### src/rtl/sit_pkg.sv
package sit_pkg;

  localparam int ENTRIES = 32;

  localparam int IDX_W   = 8;
  localparam int CNT_W   = 9;
  localparam int STAMP_W = 32;
  localparam int KEY_W   = 64;
  localparam int SLOT_W  = 5;
  localparam int USED_W  = 6;

  localparam logic [1:0] OP_ADD    = 2'd0;
  localparam logic [1:0] OP_LOOKUP = 2'd1;
  localparam logic [1:0] OP_CLEAR  = 2'd2;

  localparam logic [STAMP_W-1:0] STAMP_NONE = '1;
  localparam logic [CNT_W-1:0]   CNT_ONE    = 1;
  localparam logic [USED_W-1:0]  USED_MAX   = '1;

  typedef struct packed {
    logic [1:0]         operation;
    logic [KEY_W-1:0]   id_high;
    logic [KEY_W-1:0]   id_low;
    logic [STAMP_W-1:0] now_time;
  } sit_req_t;

  typedef struct packed {
    logic               hit;
    logic [SLOT_W-1:0]  slot;
    logic [USED_W-1:0]  used_count;
    logic [STAMP_W-1:0] oldest_time;
  } sit_res_t;

  // scan packet passed from cell to cell
  typedef struct packed {
    logic               found;
    logic [IDX_W-1:0]   midx;
    logic [STAMP_W-1:0] mstamp;
    logic [STAMP_W-1:0] least;
    logic [IDX_W-1:0]   vidx;
    logic [CNT_W-1:0]   cnt;
    logic [STAMP_W-1:0] min1;
    logic [STAMP_W-1:0] min2;
  } sit_pkt_t;

  typedef struct packed {
    logic               en;
    logic               clear;
    logic [IDX_W-1:0]   idx;
    logic [KEY_W-1:0]   id_high;
    logic [KEY_W-1:0]   id_low;
    logic [STAMP_W-1:0] stamp;
  } sit_wr_t;

  localparam sit_pkt_t PKT_INIT = '{
    found:  1'b0,
    midx:   '0,
    mstamp: '0,
    least:  STAMP_NONE,
    vidx:   '0,
    cnt:    '0,
    min1:   STAMP_NONE,
    min2:   STAMP_NONE
  };

  function automatic logic [STAMP_W-1:0] min_stamp(input logic [STAMP_W-1:0] a,
                                                   input logic [STAMP_W-1:0] b);
    return (a < b) ? a : b;
  endfunction

  function automatic logic [STAMP_W-1:0] nz_stamp(input logic [STAMP_W-1:0] s);
    return (s != '0) ? s : STAMP_NONE;
  endfunction

endpackage

### src/rtl/sit_cell.sv
module sit_cell #(
  parameter int INDEX = 0
) (
  input  logic              clk,
  input  logic              rst,
  input  sit_pkg::sit_req_t cur,
  input  sit_pkg::sit_wr_t  wr,
  input  logic              tok_in,
  input  sit_pkg::sit_pkt_t pkt_in,
  output logic              tok_out,
  output sit_pkg::sit_pkt_t pkt_out
);

  localparam logic [sit_pkg::IDX_W-1:0] MY_IDX = INDEX[sit_pkg::IDX_W-1:0];

  logic [sit_pkg::KEY_W-1:0]   key_high;
  logic [sit_pkg::KEY_W-1:0]   key_low;
  logic [sit_pkg::STAMP_W-1:0] stamp;
  sit_pkg::sit_pkt_t           pkt_next;
  logic                        first;

  assign first = (key_high == cur.id_high) && (key_low == cur.id_low) && !pkt_in.found;

  always_comb begin
    pkt_next = pkt_in;
    if (first) begin
      pkt_next.found  = 1'b1;
      pkt_next.midx   = MY_IDX;
      pkt_next.mstamp = stamp;
    end else if (stamp != '0) begin
      pkt_next.cnt = pkt_in.cnt + sit_pkg::CNT_ONE;
      if (stamp < pkt_in.min1) begin
        pkt_next.min1 = stamp;
        pkt_next.min2 = pkt_in.min1;
      end else if (stamp < pkt_in.min2) begin
        pkt_next.min2 = stamp;
      end
    end
    if (stamp <= pkt_in.least) begin
      pkt_next.least = stamp;
      pkt_next.vidx  = MY_IDX;
    end
  end

  always_ff @(posedge clk) begin
    if (rst) begin
      tok_out  <= 1'b0;
      key_high <= '0;
      key_low  <= '0;
      stamp    <= '0;
    end else begin
      tok_out <= tok_in;
      if (wr.clear) begin
        key_high <= '0;
        key_low  <= '0;
        stamp    <= '0;
      end else if (wr.en && (wr.idx == MY_IDX)) begin
        key_high <= wr.id_high;
        key_low  <= wr.id_low;
        stamp    <= wr.stamp;
      end
    end
  end

  always_ff @(posedge clk) begin
    if (tok_in) begin
      pkt_out <= pkt_next;
    end
  end

endmodule
### config.mk
export PLATFORM = sky130hd
export DESIGN_NAME = sit_cell
export DESIGN_NICKNAME = d
export VERILOG_FILES = /design/src/rtl/sit_pkg.sv /design/src/rtl/sit_cell.sv
export SDC_FILE = /design/constraint.sdc
export NUM_CORES = 1
export LEC_CHECK = 0
export ABC_AREA = 1
export BUFFER_PORTS_ARGS = -buffer_cell sky130_fd_sc_hd__buf_2
export CORE_AREA = 5 5 246 248
export CTS_CLUSTER_DIAMETER = 100
export CTS_CLUSTER_SIZE = 10
export DETAILED_ROUTE_END_ITERATION = 12
export DIE_AREA = 0 0 251 253
export MAX_ROUTING_LAYER = met4
export SLEW_MARGIN = 20
export SYNTH_ARGS = -nofsm -noshare
export SYNTH_HDL_FRONTEND = slang
export SYNTH_SLANG_ARGS = --single-unit
### constraint.sdc
create_clock -name clk -period 5.3 [get_ports clk]
set_input_delay 0.53 -clock clk [delete_from_list [all_inputs] [get_ports clk]]
set_output_delay 0.53 -clock clk [all_outputs]
set_load 0.02 [all_outputs]
==> qor.yml, run 1 <==
core_area_um2: 58200
yosys.area.top_type: "edfxtp_1"
grt_usage: 0.212
die_h_um: 253
critical_path.startpoint_type: "flip-flop"
crit_path_end_kind: "flip-flop"
clkLatencyLatePin_ns: 0.55
htreeDepth: 2
die_width_um: 251
rows: 89
power_switching_w: 0.00148
rsz0062_at_grt: "no"
start_util: 0.314
ant_nets: 0
grt-ovfl-total: 0
report.final.hold_viol_count: 0
post_drt_wl_per_cell_um: 17.8
sw_frac_of_total: 0.256
cts_sinks: 315
yosysWarningCount: 0
antenna_found_initial: 40
synthTopCellsByArea: "edfxtp_1 (25%), dfxtp_1 (18%), nand2_1 (14%)"
yosysTopAreaCellShare: 0.253
clkTransAtPathRegs_ns: 0.06
syn_to_final_growth_pct: 26.7
io_pins: 644
path_cells: "ha_1 -> nand2_1 -> nor2_1 -> nand4_1 -> nor4_1 -> nand4_1 -> nand2_2 -> nand2_1 -> nand2_1"
p_seq_frac: 0.458
firstDrtPassIters: 5
holdBufCountCts: 0
grt_pass1_wl_um: 100000
numPortBuffers: 609
cts-buffers-inserted: 38
cts-root-buf: "clkbuf_16"
arrival_ns: 3.72
drc: 0
max_freq_ghz: 0.301
drtIter0Drc: 985
rr_worst_depth: 9
required_ns: 5.69
ys_top_cells_by_count: "nand2_1 (686), inv_1 (454), nor2_1 (296)"
synth-edff-count: 154
power_density_nw_per_um2: 250
p_leak_nw: 11.7
pre_cts_slack_ns: 1.83
grt_max_degree: 161
ys_async_sr_fraction: 0
post-dp-hpwl_um: 53300
fin_setup_tns_ns: 0
r2r_start: "stamp[15]"
crit_path_end: "pkt_out[101]"
yosysUniqueCellTypes: 34
period_share: 0.627
cap_violations: 0
die_area_um2: 63500
finalSetupViolCount: 0
critPathKind: "reg2reg"
post_cts.repair.setup_buffers: 0
cts.repair.resized: 0
ir_drop_uv: 186
synth_seq_cells: 315
place.gp.congestion: 0.909
cp_max_fo: 40
power_frac_comb: 0.116
fillerInstances: 6194
min_period_ns: 3.32
vias: 17600
drive_gt1_frac: 0.224
setup_slack_ns: 1.98
synth_area_per_cell_um2: 7.36
hold_class: "in2reg"
avgViaCountPerCell: 4.53
slew-limit-headroom: 0.355
drt-total-wl_um: 68900
status: "complete, no violations"
worstReg2RegEnd: "pkt_out[101]"
tightest_slew_ns: 0.964
nets: 3630
netlist_instances: 2484
ys_seq_area_frac: 0.429
synth_nets: 3068
slew_viol_final: 0
grt_pass1_vias: 16600
synth_top_flop_cell: "dfxtp_1"
finClkSkew_ns: 0.0269
p_int_w: 0.00431
slowest_delay_ns: 0.77
synth.most_common_cell: "nand2_1"
holdCritStartpoint: "rst"
cts_tree: "built"
cp-startpoint: "stamp[15]"
cp_common_cell: "nand2_1"
synthesis.area_um2: 18300
pwr-share-clk: 0.426
slowest_stage: "nand2_2"
r2r_setup_slack_ns: 1.98
clockBufferDepth: 3
[metrics by stage]
stage	power, W	hold WS (ns)	util	cells	area (um^2)
after floorplan	0.00302	0.471	-	2484	18300
final	0.00580	0.170	0.398	3874	23200
after global routing	0.00603	0.157	0.397	3868	23100
after global placement	0.00338	0.480	0.377	3779	22000
after CTS	0.00587	0.133	0.396	3840	23100
after detailed placement	0.00339	0.483	0.377	3779	22000
[final cells by class]
class | count | area, um^2 | area share
Timing Repair Buffer | 628 | 3220 | 0.139
Sequential cell | 315 | 7850 | 0.339
Clock buffer | 58 | 1060 | 0.0456
Clock inverter | 3 | 47.5 | 0.00205
Tap cell | 773 | 967 | 0.0418
Antenna cell | 34 | 85.1 | 0.00367
Multi-Input combinational cell | 1606 | 8220 | 0.355
Inverter | 457 | 1720 | 0.0741
[layout by cell type, fill, tap and decap left out, types with 39 or more instances in the layout]
cell type  netlist  final
nand2_1        686    685
buf_2           51    608
inv_1          454    454
nor2_1         296    294
nand3_1        171    170
dfxtp_1        161    161
a211oi_1       160    160
edfxtp_1       154    154
ha_1            95     95
a21oi_1         45     45
clkbuf_16        0     39
[worst min-delay path by stage]
stage	endpoint	slack (ns)	depth (start not counted)
after CTS	tok_out	0.13	2
after global routing	tok_out	0.16	2
after global placement	key_low[55]	0.48	2
after floorplan	key_high[32]	0.47	2
after detailed placement	key_low[41]	0.48	2
final	tok_out	0.17	2
[worst max-delay path, delay by kind of cell (launching register included)]
kind                     cells  cell delay (ns)
adder cells (fa/ha/maj)      1             0.38
AND/OR/NAND/NOR              8             2.30
flip-flops                   1             0.46
[kinds of logic after synthesis]
family	share of synthesized area
flops	0.429
simple gates	0.265
compound gates	0.0952
buf+inv	0.123
xor+xnor	0.0230
fa+ha+maj	0.0650
[flip-flops by register name, indices dropped and copies added (netlist names)]
register / flops
key_low: 64
key_high: 64
pkt_out: 154
tok_out: 1
stamp: 32
[power by group through the flow]
| stage | Combinational, W | Sequential [W] | Clock, W |
|---|---|---|---|
| 2_1_floorplan | 0.000223 | 0.00280 | 0 |
| 3_3_place_gp | 0.000673 | 0.00271 | 0 |
| 3_5_place_dp | 0.000678 | 0.00271 | 0 |
| 4_1_cts | 0.000681 | 0.00266 | 0.00253 |
| 5_1_grt | 0.000747 | 0.00266 | 0.00262 |
| 6_report | 0.000673 | 0.00266 | 0.00247 |
[per-layer routing]
layer / share of wire / track usage
met1: 0.38 / 0.231
met2: 0.50 / 0.379
met3: 0.085 / 0.0591
met4: 0.035 / 0.0636
met5: 0 / -
Note: power is estimated with default switching activity, not from simulation.
==> inputs of run 2 (changes only) <==
--- a/config.mk
+++ b/config.mk
@@ -5,13 +5,13 @@
 export SDC_FILE = /design/constraint.sdc
 export NUM_CORES = 1
 export LEC_CHECK = 0
-export ABC_AREA = 1
+export ABC_AREA = 0
 export BUFFER_PORTS_ARGS = -buffer_cell sky130_fd_sc_hd__buf_2
-export CORE_AREA = 5 5 246 248
+export CORE_AREA = 5 5 250 252
 export CTS_CLUSTER_DIAMETER = 100
 export CTS_CLUSTER_SIZE = 10
 export DETAILED_ROUTE_END_ITERATION = 12
-export DIE_AREA = 0 0 251 253
+export DIE_AREA = 0 0 255 257
 export MAX_ROUTING_LAYER = met4
 export SLEW_MARGIN = 20
 export SYNTH_ARGS = -nofsm -noshare
==> constraint.sdc (replaced) <==
create_clock -name clk -period 3.45 [get_ports clk]
set_input_delay 0.345 -clock clk [delete_from_list [all_inputs] [get_ports clk]]
set_output_delay 0.345 -clock clk [all_outputs]
set_load 0.02 [all_outputs]
==> run 2 against run 1 <==
Combinational power rose by 52%. Non-clock buffer count rose by 80. Largest power group unchanged. Clock-buffer cell count did not move. Sequential share of layout area rose by 1.9 points. Synthesized cell count fell by 34%. Area after synthesis fell by 12%. Sequential power rose by 53%. Cell area fell by 5.3%. Setup slack got worse by 1.8 ns. Global-route usage fell by 0.78 points. Wire length rose by 0.37%.
==> qor.yml, run 2 <==
arrival_ns: 3.53  # -0.19 ns
cts-buffers-inserted: 37  # -2.6%
period_share: 0.941  # +0.314
syn_to_final_growth_pct: 36.1
synth_seq_cells: 315  # unchanged
slew-limit-headroom: 0.426  # +0.0712
slowest_stage: "dfxtp_1"
rows: 90  # +1.1%
path_cells: "buf_4 -> ha_1 -> nand4_1 -> nor2_1 -> o2111ai_1 -> a41oi_1 -> nand2b_1 -> buf_4 -> nor2_4 -> buf_12 -> mux2_4"
drive_gt1_frac: 0.360  # +0.136
power_density_nw_per_um2: 401  # +60%
finClkSkew_ns: 0.0188  # -0.00810 ns
firstDrtPassIters: 7  # +2
grt-ovfl-total: 0  # unchanged
crit_path_end_kind: "flip-flop"
clkTransAtPathRegs_ns: 0.06  # about the same
post-dp-hpwl_um: 55200  # +3.7%
worstReg2RegEnd: "pkt_out[42]"
start_util: 0.269  # -0.0449
min_period_ns: 3.25  # -0.0750 ns
r2r_setup_slack_ns: 0.20  # -1.77 ns
ys_seq_area_frac: 0.487  # +0.0576
clockBufferDepth: 3  # unchanged
synth-edff-count: 154  # unchanged
grt_max_degree: 161  # unchanged
total_power_w: 0.00880  # +52%
place.gp.congestion: 0.940  # +3.4%
antenna_found_initial: 33  # -18%
finalSetupViolCount: 0  # unchanged
crit_buf_inv: 3  # +3
avgViaCountPerCell: 4.79  # +5.7%
cp_max_fo: 17  # -57%
grt_pass1_vias: 15600  # -6.2%
ys_async_sr_fraction: 0  # unchanged
hold_path_depth: 3  # +1
rr_worst_depth: 11  # +2
cp_common_cell: "buf_4"
fillerInstances: 6155  # -0.63%
ys_top_cells_by_count: "nand2_1 (341), a21oi_1 (187), dfxtp_1 (161)"
synth_area_per_cell_um2: 9.86  # +34%
vias: 15000  # -15%
min_to: "key_low[4]"
drt-total-wl_um: 69200  # +0.37%
synthTopCellsByArea: "edfxtp_1 (29%), dfxtp_1 (20%), nand2_1 (7.9%)"
required_ns: 3.74  # -1.95 ns
drtIter0Drc: 738  # -25%
reg_top3: "pkt_out x154, key_high x64, key_low x64"
yosysWarningCount: 0  # unchanged
yosys.area.top_type: "edfxtp_1"
final_common_cell: "buf_2"
report.final.hold_viol_count: 0  # unchanged
core_area_um2: 59900  # +2.9%
yosysTopAreaCellShare: 0.287  # +0.0340
synth_top_flop_cell: "dfxtp_1"
status: "complete, no violations"
netlist_instances: 1635  # -34%
grt_pass1_wl_um: 98300  # -1.8%
clkLatencyLatePin_ns: 0.55  # about the same
critPathKind: "reg2reg"
numPortBuffers: 609  # unchanged
synth_nets: 2219  # -28%
synth.most_common_cell: "nand2_1"
cap_violations: 0  # unchanged
die_width_um: 255  # +1.6%
post_drt_wl_per_cell_um: 22.1  # +24%
nets: 2888  # -20%
rsz0062_at_grt: "no"
htreeDepth: 2  # unchanged
ir_drop_uv: 336  # +81%
grt_usage: 0.204  # -0.00779
tightest_slew_ns: 0.861  # -0.103 ns
fin_setup_tns_ns: 0  # unchanged
slew_viol_final: 0  # unchanged
ant_nets: 0  # unchanged
holdCritStartpoint: "wr[36]"
die_area_um2: 65500  # +3.2%
cts_tree: "built"
cp_top_family: "simple AND/OR/NAND/NOR gates"
final_cell_mix: "buf_2 (608), nand2_1 (341), a21oi_1 (186)"
top_register: "pkt_out"
r2r_start: "stamp[23]"
yosysUniqueCellTypes: 51  # +50%
max_freq_ghz: 0.308  # +2.3%
drc: 0  # unchanged
synthesis.area_um2: 16100  # -12%
largest_reg_flops: 154  # unchanged
critical_path.startpoint_type: "flip-flop"
p_leak_nw: 9.49  # -19%
slowest_delay_ns: 0.40  # -0.37 ns
die_h_um: 257  # +1.6%
hold_class: "in2reg"
io_pins: 644  # unchanged
cts_sinks: 315  # unchanged
cts-root-buf: "clkbuf_16"
run 2: report_power, final:
| group | leakage, nW | switching (W) | internal, W |
|---|---|---|---|
| clock network | 0.519 | 0.00159 | 0.00211 |
| registers | 2.82 | 0.0000377 | 0.00404 |
| logic | 6.15 | 0.000563 | 0.000453 |
run 2: timing repair:
action / CTS / global route
endpoints found under the hold margin: 21 / 0
hold buffers: 21 / 0
gates resized for setup: 0 / 3
setup endpoints to repair: 0 / 54
buffers inserted: 0 / 2
run 2: tightest hold or removal path, delay by kind of cell:
kind                   cells  cell delay, ns
buffers and inverters      1            0.09
AO/OA/AOI/OAI              1            0.05
AND/OR/NAND/NOR            1            0.04
run 2: cell type report:
class,instances,area [um^2],area share
Antenna cell,26,65.1,0.00297
Clock buffer,58,1070,0.0487
Clock inverter,1,8.76,0.000399
Inverter,132,495,0.0226
Multi-Input combinational cell,1110,7500,0.342
Sequential cell,315,7850,0.358
Tap cell,782,978,0.0446
Timing Repair Buffer,708,3980,0.181
run 2: routing by layer:
metal / GRT usage / share of wire
met3: 0.0528 / 0.081
met1: 0.223 / 0.38
met4: 0.0644 / 0.036
met5: - / 0
met2: 0.364 / 0.51
run 2: worst max-delay path by stage:
stage,start,to,slack (ns),cells after the start
floorplan,stamp[1],pkt_out[100],0.64,10
global placement,pkt_in[33],pkt_out[6],0.07,10
detailed placement,pkt_in[19],pkt_out[21],0.03,10
CTS,stamp[1],pkt_out[9],0.09,8
global route,stamp[1],pkt_out[33],0.04,10
finish,stamp[23],pkt_out[42],0.20,11
run 2: cells by family after synthesis:
group / share of synthesized area
compound gates: 0.124
mux: 0.0741
flops: 0.487
fa+ha+maj: 0.0737
xor+xnor: 0.0592
simple gates: 0.131
buf+inv: 0.0512
run 2: stage by stage:
stage          std cells  area (um^2)  utilization  hold WS (ns)  setup slack, ns
5_1_grt             3129        21900        0.366        0.0189           0.0384
3_5_place_dp        3023        20500        0.343         0.450           0.0340
2_1_floorplan       1635        16100            -         0.417            0.642
6_report            3132        21900        0.366        0.0419            0.202
4_1_cts             3103        21800        0.364     0.0000885           0.0857
3_3_place_gp        3023        20500        0.343         0.445           0.0684
